### src/design/wvt_pkg.sv
package wvt_pkg;

   localparam int JOINT_COUNT    = 3;
   localparam int WAYPOINT_DEPTH = 16;

   localparam int POS_W   = 15;
   localparam int ERR_W   = POS_W + 1;
   localparam int MAG_W   = POS_W;
   localparam int ATT_W   = 16;
   localparam int SPD_W   = 8;
   localparam int CMD_W   = 17;
   localparam int STAT_W  = 3;
   localparam int SUM_W   = ATT_W + 2;
   localparam int PROD1_W = ATT_W + SPD_W;
   localparam int DIVN_W  = 40;
   localparam int DIVD_W  = 24;
   localparam int STEP_W  = 6;
   localparam int DIV_STEPS = DIVN_W;

   localparam int IDX_W   = (WAYPOINT_DEPTH > 1) ? $clog2(WAYPOINT_DEPTH) : 1;
   localparam int CNT_W   = $clog2(WAYPOINT_DEPTH + 1);

   // reciprocal multiply for mean = floor(sum / JOINT_COUNT)
   localparam int MEAN_SH  = 20;
   localparam int MEAN_MUL = ((1 << MEAN_SH) + JOINT_COUNT - 1) / JOINT_COUNT;
   localparam int MEAN_MW  = MEAN_SH + 1;
   // reciprocal multiply for threshold / 10
   localparam int THR_SH   = 19;
   localparam int THR_MUL  = ((1 << THR_SH) + 9) / 10;
   localparam int THR_MW   = 17;

   typedef enum logic [STAT_W-1:0] {
      ST_STORED   = 3'd0,
      ST_TRACKING = 3'd1,
      ST_ADVANCED = 3'd2,
      ST_FINISHED = 3'd3,
      ST_AT_TGT   = 3'd4,
      ST_REJECT   = 3'd5
   } status_type;

   typedef enum logic [1:0] {
      REG_FACTOR    = 2'd0,
      REG_THRESHOLD = 2'd1,
      REG_SPEED     = 2'd2
   } reg_index_type;

   localparam logic KIND_LOAD = 1'b0;

   typedef struct packed {
      logic load_err;
      logic load_t;
      logic load_q;
      logic step;
      logic att;
      logic mul1;
      logic mul2;
   } lane_ctl_type;

   function automatic logic [ATT_W-1:0] att_rom(input logic [5:0] k);
      logic [ATT_W-1:0] v;
      unique case (k)
         6'd0:  v = 16'd0;
         6'd1:  v = 16'd5912;
         6'd2:  v = 16'd17317;
         6'd3:  v = 16'd28978;
         6'd4:  v = 16'd38928;
         6'd5:  v = 16'd46708;
         6'd6:  v = 16'd52485;
         6'd7:  v = 16'd56630;
         6'd8:  v = 16'd59534;
         6'd9:  v = 16'd61532;
         6'd10: v = 16'd62887;
         6'd11: v = 16'd63795;
         6'd12: v = 16'd64399;
         6'd13: v = 16'd64797;
         6'd14: v = 16'd65058;
         6'd15: v = 16'd65228;
         6'd16: v = 16'd65338;
         6'd17: v = 16'd65409;
         6'd18: v = 16'd65455;
         6'd19: v = 16'd65484;
         6'd20: v = 16'd65503;
         6'd21: v = 16'd65515;
         6'd22: v = 16'd65523;
         6'd23: v = 16'd65528;
         6'd24: v = 16'd65531;
         6'd25: v = 16'd65533;
         6'd26: v = 16'd65534;
         default: v = 16'd65535;
      endcase
      return v;
   endfunction

endpackage

### src/design/wvt_lane.sv
module wvt_lane (
   input  logic                         clock,
   input  wvt_pkg::lane_ctl_type        ctl,
   input  logic [wvt_pkg::POS_W-1:0]    wp_pos,
   input  logic [wvt_pkg::POS_W-1:0]    meas_pos,
   input  logic [15:0]                  atten_factor,
   input  logic [wvt_pkg::SPD_W-1:0]    max_speed,
   input  logic [wvt_pkg::MAG_W-1:0]    max_mag,
   output logic [wvt_pkg::MAG_W-1:0]    mag,
   output logic [wvt_pkg::ATT_W-1:0]    att,
   output logic [wvt_pkg::CMD_W-1:0]    cmd
);

   logic signed [wvt_pkg::ERR_W-1:0] err_ff, err_in;
   logic [wvt_pkg::ERR_W-1:0]        abs_err;
   logic [wvt_pkg::ATT_W-1:0]        att_ff, att_in;
   logic [wvt_pkg::PROD1_W-1:0]      prod1_ff;
   logic [wvt_pkg::DIVN_W-2:0]       prod2_ff;
   logic [wvt_pkg::DIVN_W-1:0]       quo_ff;
   logic [wvt_pkg::DIVD_W-1:0]       rem_ff;
   logic [wvt_pkg::DIVD_W-1:0]       div_ff;
   logic [wvt_pkg::DIVD_W:0]         rem_sh;
   logic                             q_bit;
   logic [4:0]                       idx;
   logic [6:0]                       frac;
   logic                             sat;
   logic [wvt_pkg::ATT_W-1:0]        lo, hi, diff;
   logic [22:0]                      interp;
   logic [wvt_pkg::CMD_W-1:0]        q17;

   assign err_in  = $signed({wp_pos[wvt_pkg::POS_W-1], wp_pos})
                  - $signed({meas_pos[wvt_pkg::POS_W-1], meas_pos});
   assign abs_err = err_ff[wvt_pkg::ERR_W-1] ? (~err_ff + 1'b1) : err_ff;
   assign mag     = abs_err[wvt_pkg::MAG_W-1:0];

   // restoring divider, one quotient bit a cycle
   assign rem_sh = {rem_ff, quo_ff[wvt_pkg::DIVN_W-1]};
   assign q_bit  = (rem_sh >= {1'b0, div_ff});

   // table lookup with linear interpolation between half steps of t
   assign idx    = quo_ff[11:7];
   assign frac   = quo_ff[6:0];
   assign sat    = |quo_ff[wvt_pkg::DIVN_W-1:12];
   assign lo     = wvt_pkg::att_rom({1'b0, idx});
   assign hi     = wvt_pkg::att_rom({1'b0, idx} + 6'd1);
   assign diff   = hi - lo;
   assign interp = diff * frac + 23'd64;

   always_comb begin
      if (mag == '0) begin
         att_in = '0;
      end else if (atten_factor == '0 || sat) begin
         att_in = '1;
      end else begin
         att_in = lo + interp[22:7];
      end
   end

   always_ff @(posedge clock) begin
      if (ctl.load_err) begin
         err_ff <= err_in;
      end
      if (ctl.load_t) begin
         quo_ff <= {{(wvt_pkg::DIVN_W-wvt_pkg::MAG_W-10){1'b0}}, mag, 10'd0};
         div_ff <= {{(wvt_pkg::DIVD_W-16){1'b0}}, atten_factor};
         rem_ff <= '0;
      end else if (ctl.load_q) begin
         quo_ff <= {1'b0, prod2_ff}
                 + {{(wvt_pkg::DIVN_W-wvt_pkg::MAG_W-7){1'b0}}, max_mag, 7'd0};
         div_ff <= {{(wvt_pkg::DIVD_W-wvt_pkg::MAG_W-8){1'b0}}, max_mag, 8'd0};
         rem_ff <= '0;
      end else if (ctl.step) begin
         rem_ff <= q_bit ? (rem_sh[wvt_pkg::DIVD_W-1:0] - div_ff)
                         : rem_sh[wvt_pkg::DIVD_W-1:0];
         quo_ff <= {quo_ff[wvt_pkg::DIVN_W-2:0], q_bit};
      end
      if (ctl.att) begin
         att_ff <= att_in;
      end
      if (ctl.mul1) begin
         prod1_ff <= att_ff * max_speed;
      end
      if (ctl.mul2) begin
         prod2_ff <= prod1_ff * mag;
      end
   end

   assign att = att_ff;
   assign q17 = quo_ff[wvt_pkg::CMD_W-1:0];
   assign cmd = err_ff[wvt_pkg::ERR_W-1] ? (~q17 + 1'b1) : q17;

endmodule
### config.mk
export PLATFORM = sky130hd
export DESIGN_NAME = wvt_lane
export DESIGN_NICKNAME = d
export VERILOG_FILES = /design/src/design/wvt_pkg.sv /design/src/design/wvt_lane.sv
export SDC_FILE = /design/constraint.sdc
export NUM_CORES = 2
export LEC_CHECK = 0
export BUFFER_PORTS_ARGS = -buffer_cell sky130_fd_sc_hd__buf_2
export CAP_MARGIN = 10
export CORE_MARGIN = 10
export CORE_UTILIZATION = 70
export DETAILED_ROUTE_END_ITERATION = 10
export PLACE_DENSITY = 0.89
export SYNTH_ARGS = -nofsm -noshare
export SYNTH_HDL_FRONTEND = slang
export SYNTH_SLANG_ARGS = --single-unit
export TNS_END_PERCENT = 50
### constraint.sdc
create_clock -name clock -period 24.2 [get_ports clock]
set_input_delay 0 -clock clock [delete_from_list [all_inputs] [get_ports clock]]
set_output_delay 0 -clock clock [all_outputs]
set_load 0.05 [all_outputs]
== Yosys cells after proc, flatten, opt, wreduce, memory -nomap -nowiden ==
Memory sizes are Yosys's and may differ from the RTL's.
Cells that the tools add are included.
W data, S select, Z words.
Storage, ports and cells
  bits in registers: 182
  bits in latches: 0
  RAM bits: 0
  bits in read-only memories: 1024
  bits of input ports: 77
  output and inout bits: 48
  logic and storage cells: 44
  memories kept: 2
Memories
  (no name shown): depth 32, width 16, read ports 1, clocked after Yosys merged registers in 0, wr ports 0, RTL line wvt_pkg.sv:61  | unique case (k)
  (no name shown): depth 32, width 16, read ports 1, clocked after Yosys merged registers in 0, wr ports 0, RTL line wvt_pkg.sv:61
Operators by class
  add/subtract/negate cells: 9
  multipliers: 3
  divide/modulo/power cells: 0
  $lt $le $gt $ge: 1
  eq/ne operators: 0
  shifts and indexed selects: 0
  mux-type cells: 10
  bitwise operators: 2
  reductions and logical operators: 8
Operators with widths (count)
  $mux W40: 2
  $mux W16: 4
  $add A39 B22 Y40: 1
  $mul A24 B15 Y39: 1
  $reduce_or A28 Y1: 1
  $ge A25 B23 Y1: 1
  $mux W25: 1
  $mul A16 B8 Y24: 1
  $mux W24: 1
  $sub A24 B23 Y24: 1
  $add A23 B7 Y23 const B: 1
  $mul A16 B7 Y23: 1
  $add A17 B1 Y17 const B: 1
  $mux W17: 1
  $not A17 Y17: 1
  $add A16 B16 Y16: 1
  $logic_not A16 Y1: 1
  $sub A15 B15 Y16: 1
  $sub A16 B16 Y16: 1
  $add A15 B1 Y15 const B: 1
  $logic_not A15 Y1: 1
  $mux W15: 1
  $not A15 Y15: 1
  $add A5 B1 Y6 const B: 1
  other kinds (4): 5

== Depth between registers and ports, before layout ==
An unclocked memory read counts as a cell.
  depth after elaboration: 8
  depth in mapped cells: 44

== Worst setup path after synthesis ==
No wires, ideal clock.
  path type: reg2reg
  start: register quo_ff[9] in the netlist's numbering
  end: register att_ff, in the netlist att[15] (data pin)
  setup time: 0.147 ns
  arrival: 9.745 ns
  setup slack: 14.309 ns
  stages on the path, launching flop included: 44
  period minus slack after synthesis: 9.891 ns
  cells stage by stage: dfxtp_1 -> clkbuf_1 -> inv_1 -> clkbuf_1 -> ha_1 -> clkbuf_1 -> clkbuf_1 -> xnor2_1 -> a211oi_1 -> nor3_1 -> ha_1 -> fa_1 -> nor2b_1 -> o21ai_0 -> a21boi_0 -> o21ai_0 -> a21oi_1 -> a21oi_1 -> [... 8 more ...] -> ha_1 -> a21o_1 -> a21o_1 -> a221oi_1 -> nor2b_1 -> o21ai_0 -> nand2b_1 -> a21oi_1 -> xnor2_1 -> ha_1 -> and3_1 -> a21oi_1 -> nand2_1 -> nor4_1 -> nor4_1 -> a2111oi_0 -> xnor3_1 -> a21oi_1
On the way
  word-level cells in the longest chain between the ends: 8
RTL lines
  start: declaration: RTL line wvt_lane.sv:19  | logic [wvt_pkg::DIVN_W-1:0] quo_ff;
  start signal: assignment: RTL line wvt_lane.sv:64  | quo_ff <= {{(wvt_pkg::DIVN_W-wvt_pkg::MAG_W-10){1'b0}}, mag, 10'd0};
  start signal: assignment: RTL line wvt_lane.sv:68  | quo_ff <= {1'b0, prod2_ff}
  start signal: assignment: RTL line wvt_lane.sv:75  | quo_ff <= {quo_ff[wvt_pkg::DIVN_W-2:0], q_bit};
  $add A5 B1 Y6: RTL line wvt_lane.sv:45  | assign hi = wvt_pkg::att_rom({1'b0, idx} + 6'd1);
  $mem_v2 Z32 W16
  $mux W16: RTL line wvt_pkg.sv:61
  $sub A16 B16 Y16: RTL line wvt_lane.sv:46  | assign diff = hi - lo;
  $mul A16 B7 Y23: RTL line wvt_lane.sv:47  | assign interp = diff * frac + 23'd64;
  $add A23 B7 Y23: RTL line wvt_lane.sv:47
  $add A16 B16 Y16 *: RTL line wvt_lane.sv:55  | att_in = lo + interp[22:7];
  $mux W16 *: RTL line wvt_lane.sv:52  | end else if (atten_factor == '0 || sat) begin
  end signal: assignment: RTL line wvt_lane.sv:78  | att_ff <= att_in;
  end: declaration: RTL line wvt_lane.sv:16  | logic [wvt_pkg::ATT_W-1:0] att_ff, att_in;
Mark *: on every way between the ends. The rest lies on a longest branch, timed or not.
A chain may end at the register's enable or synchronous reset.

== Worst setup path after layout ==
  start: register quo_ff[8] in the netlist's numbering
  end: register att_ff, in the netlist att[15] (data pin)
Same word-level chain as after synthesis.

==> results by group <==
STA
  – Tightest Pin Transition: 1.12 ns
  – RSZ-0062 raised after global routing: no
  – Clk_skew: 0.0114 ns
  – Fin. Hold Viols: 0
  – Part of the cycle the worst path needs: 46.4%
  – TNS Setup: 0 ns
  – Final Slew Violations: 0
  – Tmin final: 11.22 ns
  – PnR worst setup slack: 12.98 ns
  – Setup Viol. Count Final: 0
  – Fmax: 0.0891 GHz
  – Max-Slew Margin vs Limit: between 20% and 30%

Setup path
  – Crit Reg-Reg Startpoint: quo_ff[8]$_SDFFE_PP0P_
  – Most common cell on crit path: a21oi_1
  – Worst Path Arrival: approximately 12 ns
  – R2r endpoint: att[15]$_SDFFCE_PN0P_
  – Worst stage delay on the critical path: 0.89 ns
  – CP Data Required Time: 24.54 ns
  – Crit-path leading delay family: adder cells
  – Critical path class: reg2reg
  – CP startpoint kind: register
  – CP Depth: 41
  – R2r worst-path depth: 41
  – Max Fanout on Critical Path: 29
  – Crit path buffers/inverters: 4
  – Slowest library cell on the worst path: ha_1
  – Reg2reg setup slack: 12.98 ns
  – Crit. End Element: register

Floorplanning
  – Initial core utilization: 71.0%
  – Row cnt: 77
  – Full die area: between 50,000 and 60,000 um^2
  – Core area: 44,300 um^2
  – Top Ports: about 130
  – Die X: 232 um
  – Die Ht: about 230 um

Synth
  – Top-area cell type share of the netlist area: between 20% and 30%
  – Instance count of the mapped netlist: between 3,000 and 4,000
  – Flops & latches, synth: ~180
  – Synth Area per Inst: 8.90 um^2
  – Dominant cells by area after synthesis: fa_1 28%, edfxtp_1 12%, ha_1 12%
  – Yosys warns: 0
  – Post-synth top area cell: fa_1
  – Synthesized net count: 4,348
  – Synth unique cells: 80
  – Synthesized area: 31,500 um^2
  – Post-synthesis sequential area ratio: 15.6%
  – Dominant synthesized flop cell: edfxtp_1
  – Post-synth EDFFs: 126
  – Async SR Flop Fraction: 0%

Worst hold path
  – HP Class: in2reg
  – Hold endpoint: err_ff[12]$_DFFE_PP_
  – WHS Path Cells: 3
  – Hold path startpoint: wp_pos[12]

Clock network
  – Post-CTS Resized: 0
  – Max H-tree Level: 4
  – CTS tree: yes
  – Clock Latency Late Sink: 0.49 ns
  – Clock buffer depth: 2
  – Clk root buf: clkbuf_16
  – Cts bufs inserted: 17
  – CTS clk-pin slew, worst paths: 0.08 ns
  – CTS Sinks: 182

Route
  – Drt wl/cell: 19.1 um
  – Routed vias/inst: 6.15
  – Detailed Route Iter0 Violations: around 2,300
  – Vias: 25,828
  – DRC errors left: 0
  – Routed wire length: ~80,000 um
  – Antenna-violating nets left: 0
  – Pre-Repair DR Iteration Count: 6

GRT
  – Busiest grt layer: met2
  – Vias in the first global route: 26,344
  – First-pass GRT wire length: 132,000 um
  – Maximum number of pins on one net before global-route repair: between 80 and 90
  – GR Overflow Total: 0
  – Met3 global-route usage: 5.53%
  – GR Layer Usage met1: 37.7%
  – Initial antenna violation count: 1
  – Met2 GRT Util: 50.0%
  – Global-route usage over all layers: 30.1%

Flow run
  – Max cap viols: 0

Finish
  – Fin area: 33,600 um^2
  – Layout cells sized above 1: 6.07%
  – Layout Cells excl Fill: 4,202
  – Final nets: 4,410
  – Synthesis-to-finish area growth: 6.70%
  – Antenna Cells: 0

Run status
  – Outcome: completed

Place
  – DP HPWL: 60,200 um
  – Dpl ws: 13.15 ns
  – Area after DPL: 32,600 um^2
  – GP Congestion: 0.944
  – Dpl cells: slightly above 4,000
  – Port Buf Inserts: ~120
-- worst min-delay path, cell delays in order --
cell and delay, ns:
buf_2 0.08, ha_1 0.19, xnor2_1 0.12
-- what timing repair did --
action,in CTS,in global routing
hold buffers,43,0
hold endpoints to repair,64,0
setup buffers,0,0
-- synth_stat cells, drive strengths merged (9+ instances only) --
cell type,number
a211oi,61
nand2b,25
clkbuf,139
o21a,24
mux2i,46
nand3,60
fa,442
and2,285
buf,15
and3,25
inv,512
o41ai,9
o21bai,11
nor2,175
a31oi,23
nor2b,60
or3,22
nand2,420
xor2,36
ha,294
a21o,44
o21ai,105
a21oi,144
nand4,15
o211ai,17
o31ai,12
xnor2,134
nor4,21
and4,9
dfxtp,56
a311oi,13
nor3,39
edfxtp,126
-- worst max path at each step --
stage	from	endpoint
after floorplan	quo_ff[9]$_SDFFE_PP0P_	att[15]$_SDFFCE_PN0P_
after global placement	quo_ff[8]$_SDFFE_PP0P_	att[15]$_SDFFCE_PN0P_
after detailed placement	quo_ff[8]$_SDFFE_PP0P_	att[15]$_SDFFCE_PN0P_
after CTS	quo_ff[8]$_SDFFE_PP0P_	att[15]$_SDFFCE_PN0P_
after global routing	quo_ff[8]$_SDFFE_PP0P_	att[15]$_SDFFCE_PN0P_
final	quo_ff[8]$_SDFFE_PP0P_	att[15]$_SDFFCE_PN0P_
-- cell usage in the layout, fill, tap and decap left out, types with 61 or more instances in the layout --
| cell | Yosys | routed |
|---|---|---|
| buf_2 | 2 | 124 |
| edfxtp_1 | 126 | 126 |
| fa_1 | 442 | 442 |
| nand2_1 | 420 | 420 |
| o21ai_0 | 105 | 105 |
| a211oi_1 | 61 | 61 |
| xnor2_1 | 134 | 124 |
| nor2_1 | 175 | 175 |
| ha_1 | 294 | 294 |
| and2_1 | 285 | 285 |
| a21oi_1 | 144 | 144 |
| inv_1 | 512 | 512 |
-- metal layers --
layer | vias to the layer above | wire (um)
li1 | 11704 | -
met1 | 12508 | 31200
met2 | 1303 | 38500
met3 | 311 | 6830
met4 | 2 | 3590
met5 | - | 10
-- final cells by class --
class / count / area, um^2
inverter: 514 / 1930
multi-input combinational: 2685 / 24200
tap: 592 / 741
timing repair buffer: 197 / 1280
clock inverter: 15 / 160
sequential: 182 / 4900
fill: 2945 / 10700
clock buffer: 17 / 425
-- cell families (layout without fill, tap and decap cells) --
kind of cell	count (synthesis)	count (layout)	synth area share [%]
and+or+nand+nor	1190	1190	18.9
adders and majority gates	737	737	39.8
buffers and inverters	668	743	8.02
AOI/OAI and AO/OA	532	532	11.0
DFF	182	182	15.6
xor gates and xnor gates	171	171	4.80
muxes	55	55	1.82
-- metrics by stage --
stage / util, % / hold WS (ns)
after floorplan: - / 0.112
after global placement: 73.5 / 0.282
after detailed placement: 73.5 / 0.292
after CTS: 75.8 / 0.00879
after global routing: 75.8 / 0.0486
final: 75.8 / 0.0290
-- flip-flops by register name, summed over array words and instances, names as in the netlist --
| name | count |
|---|---|
| att | 16 |
| prod1_ff | 24 |
| err_ff | 16 |
| div_ff | 23 |
| quo_ff | 40 |
| rem_ff | 24 |
| prod2_ff | 39 |
Power is not shown: default switching activity piles up to over one toggle a cycle in this logic, so the estimate is an artifact.
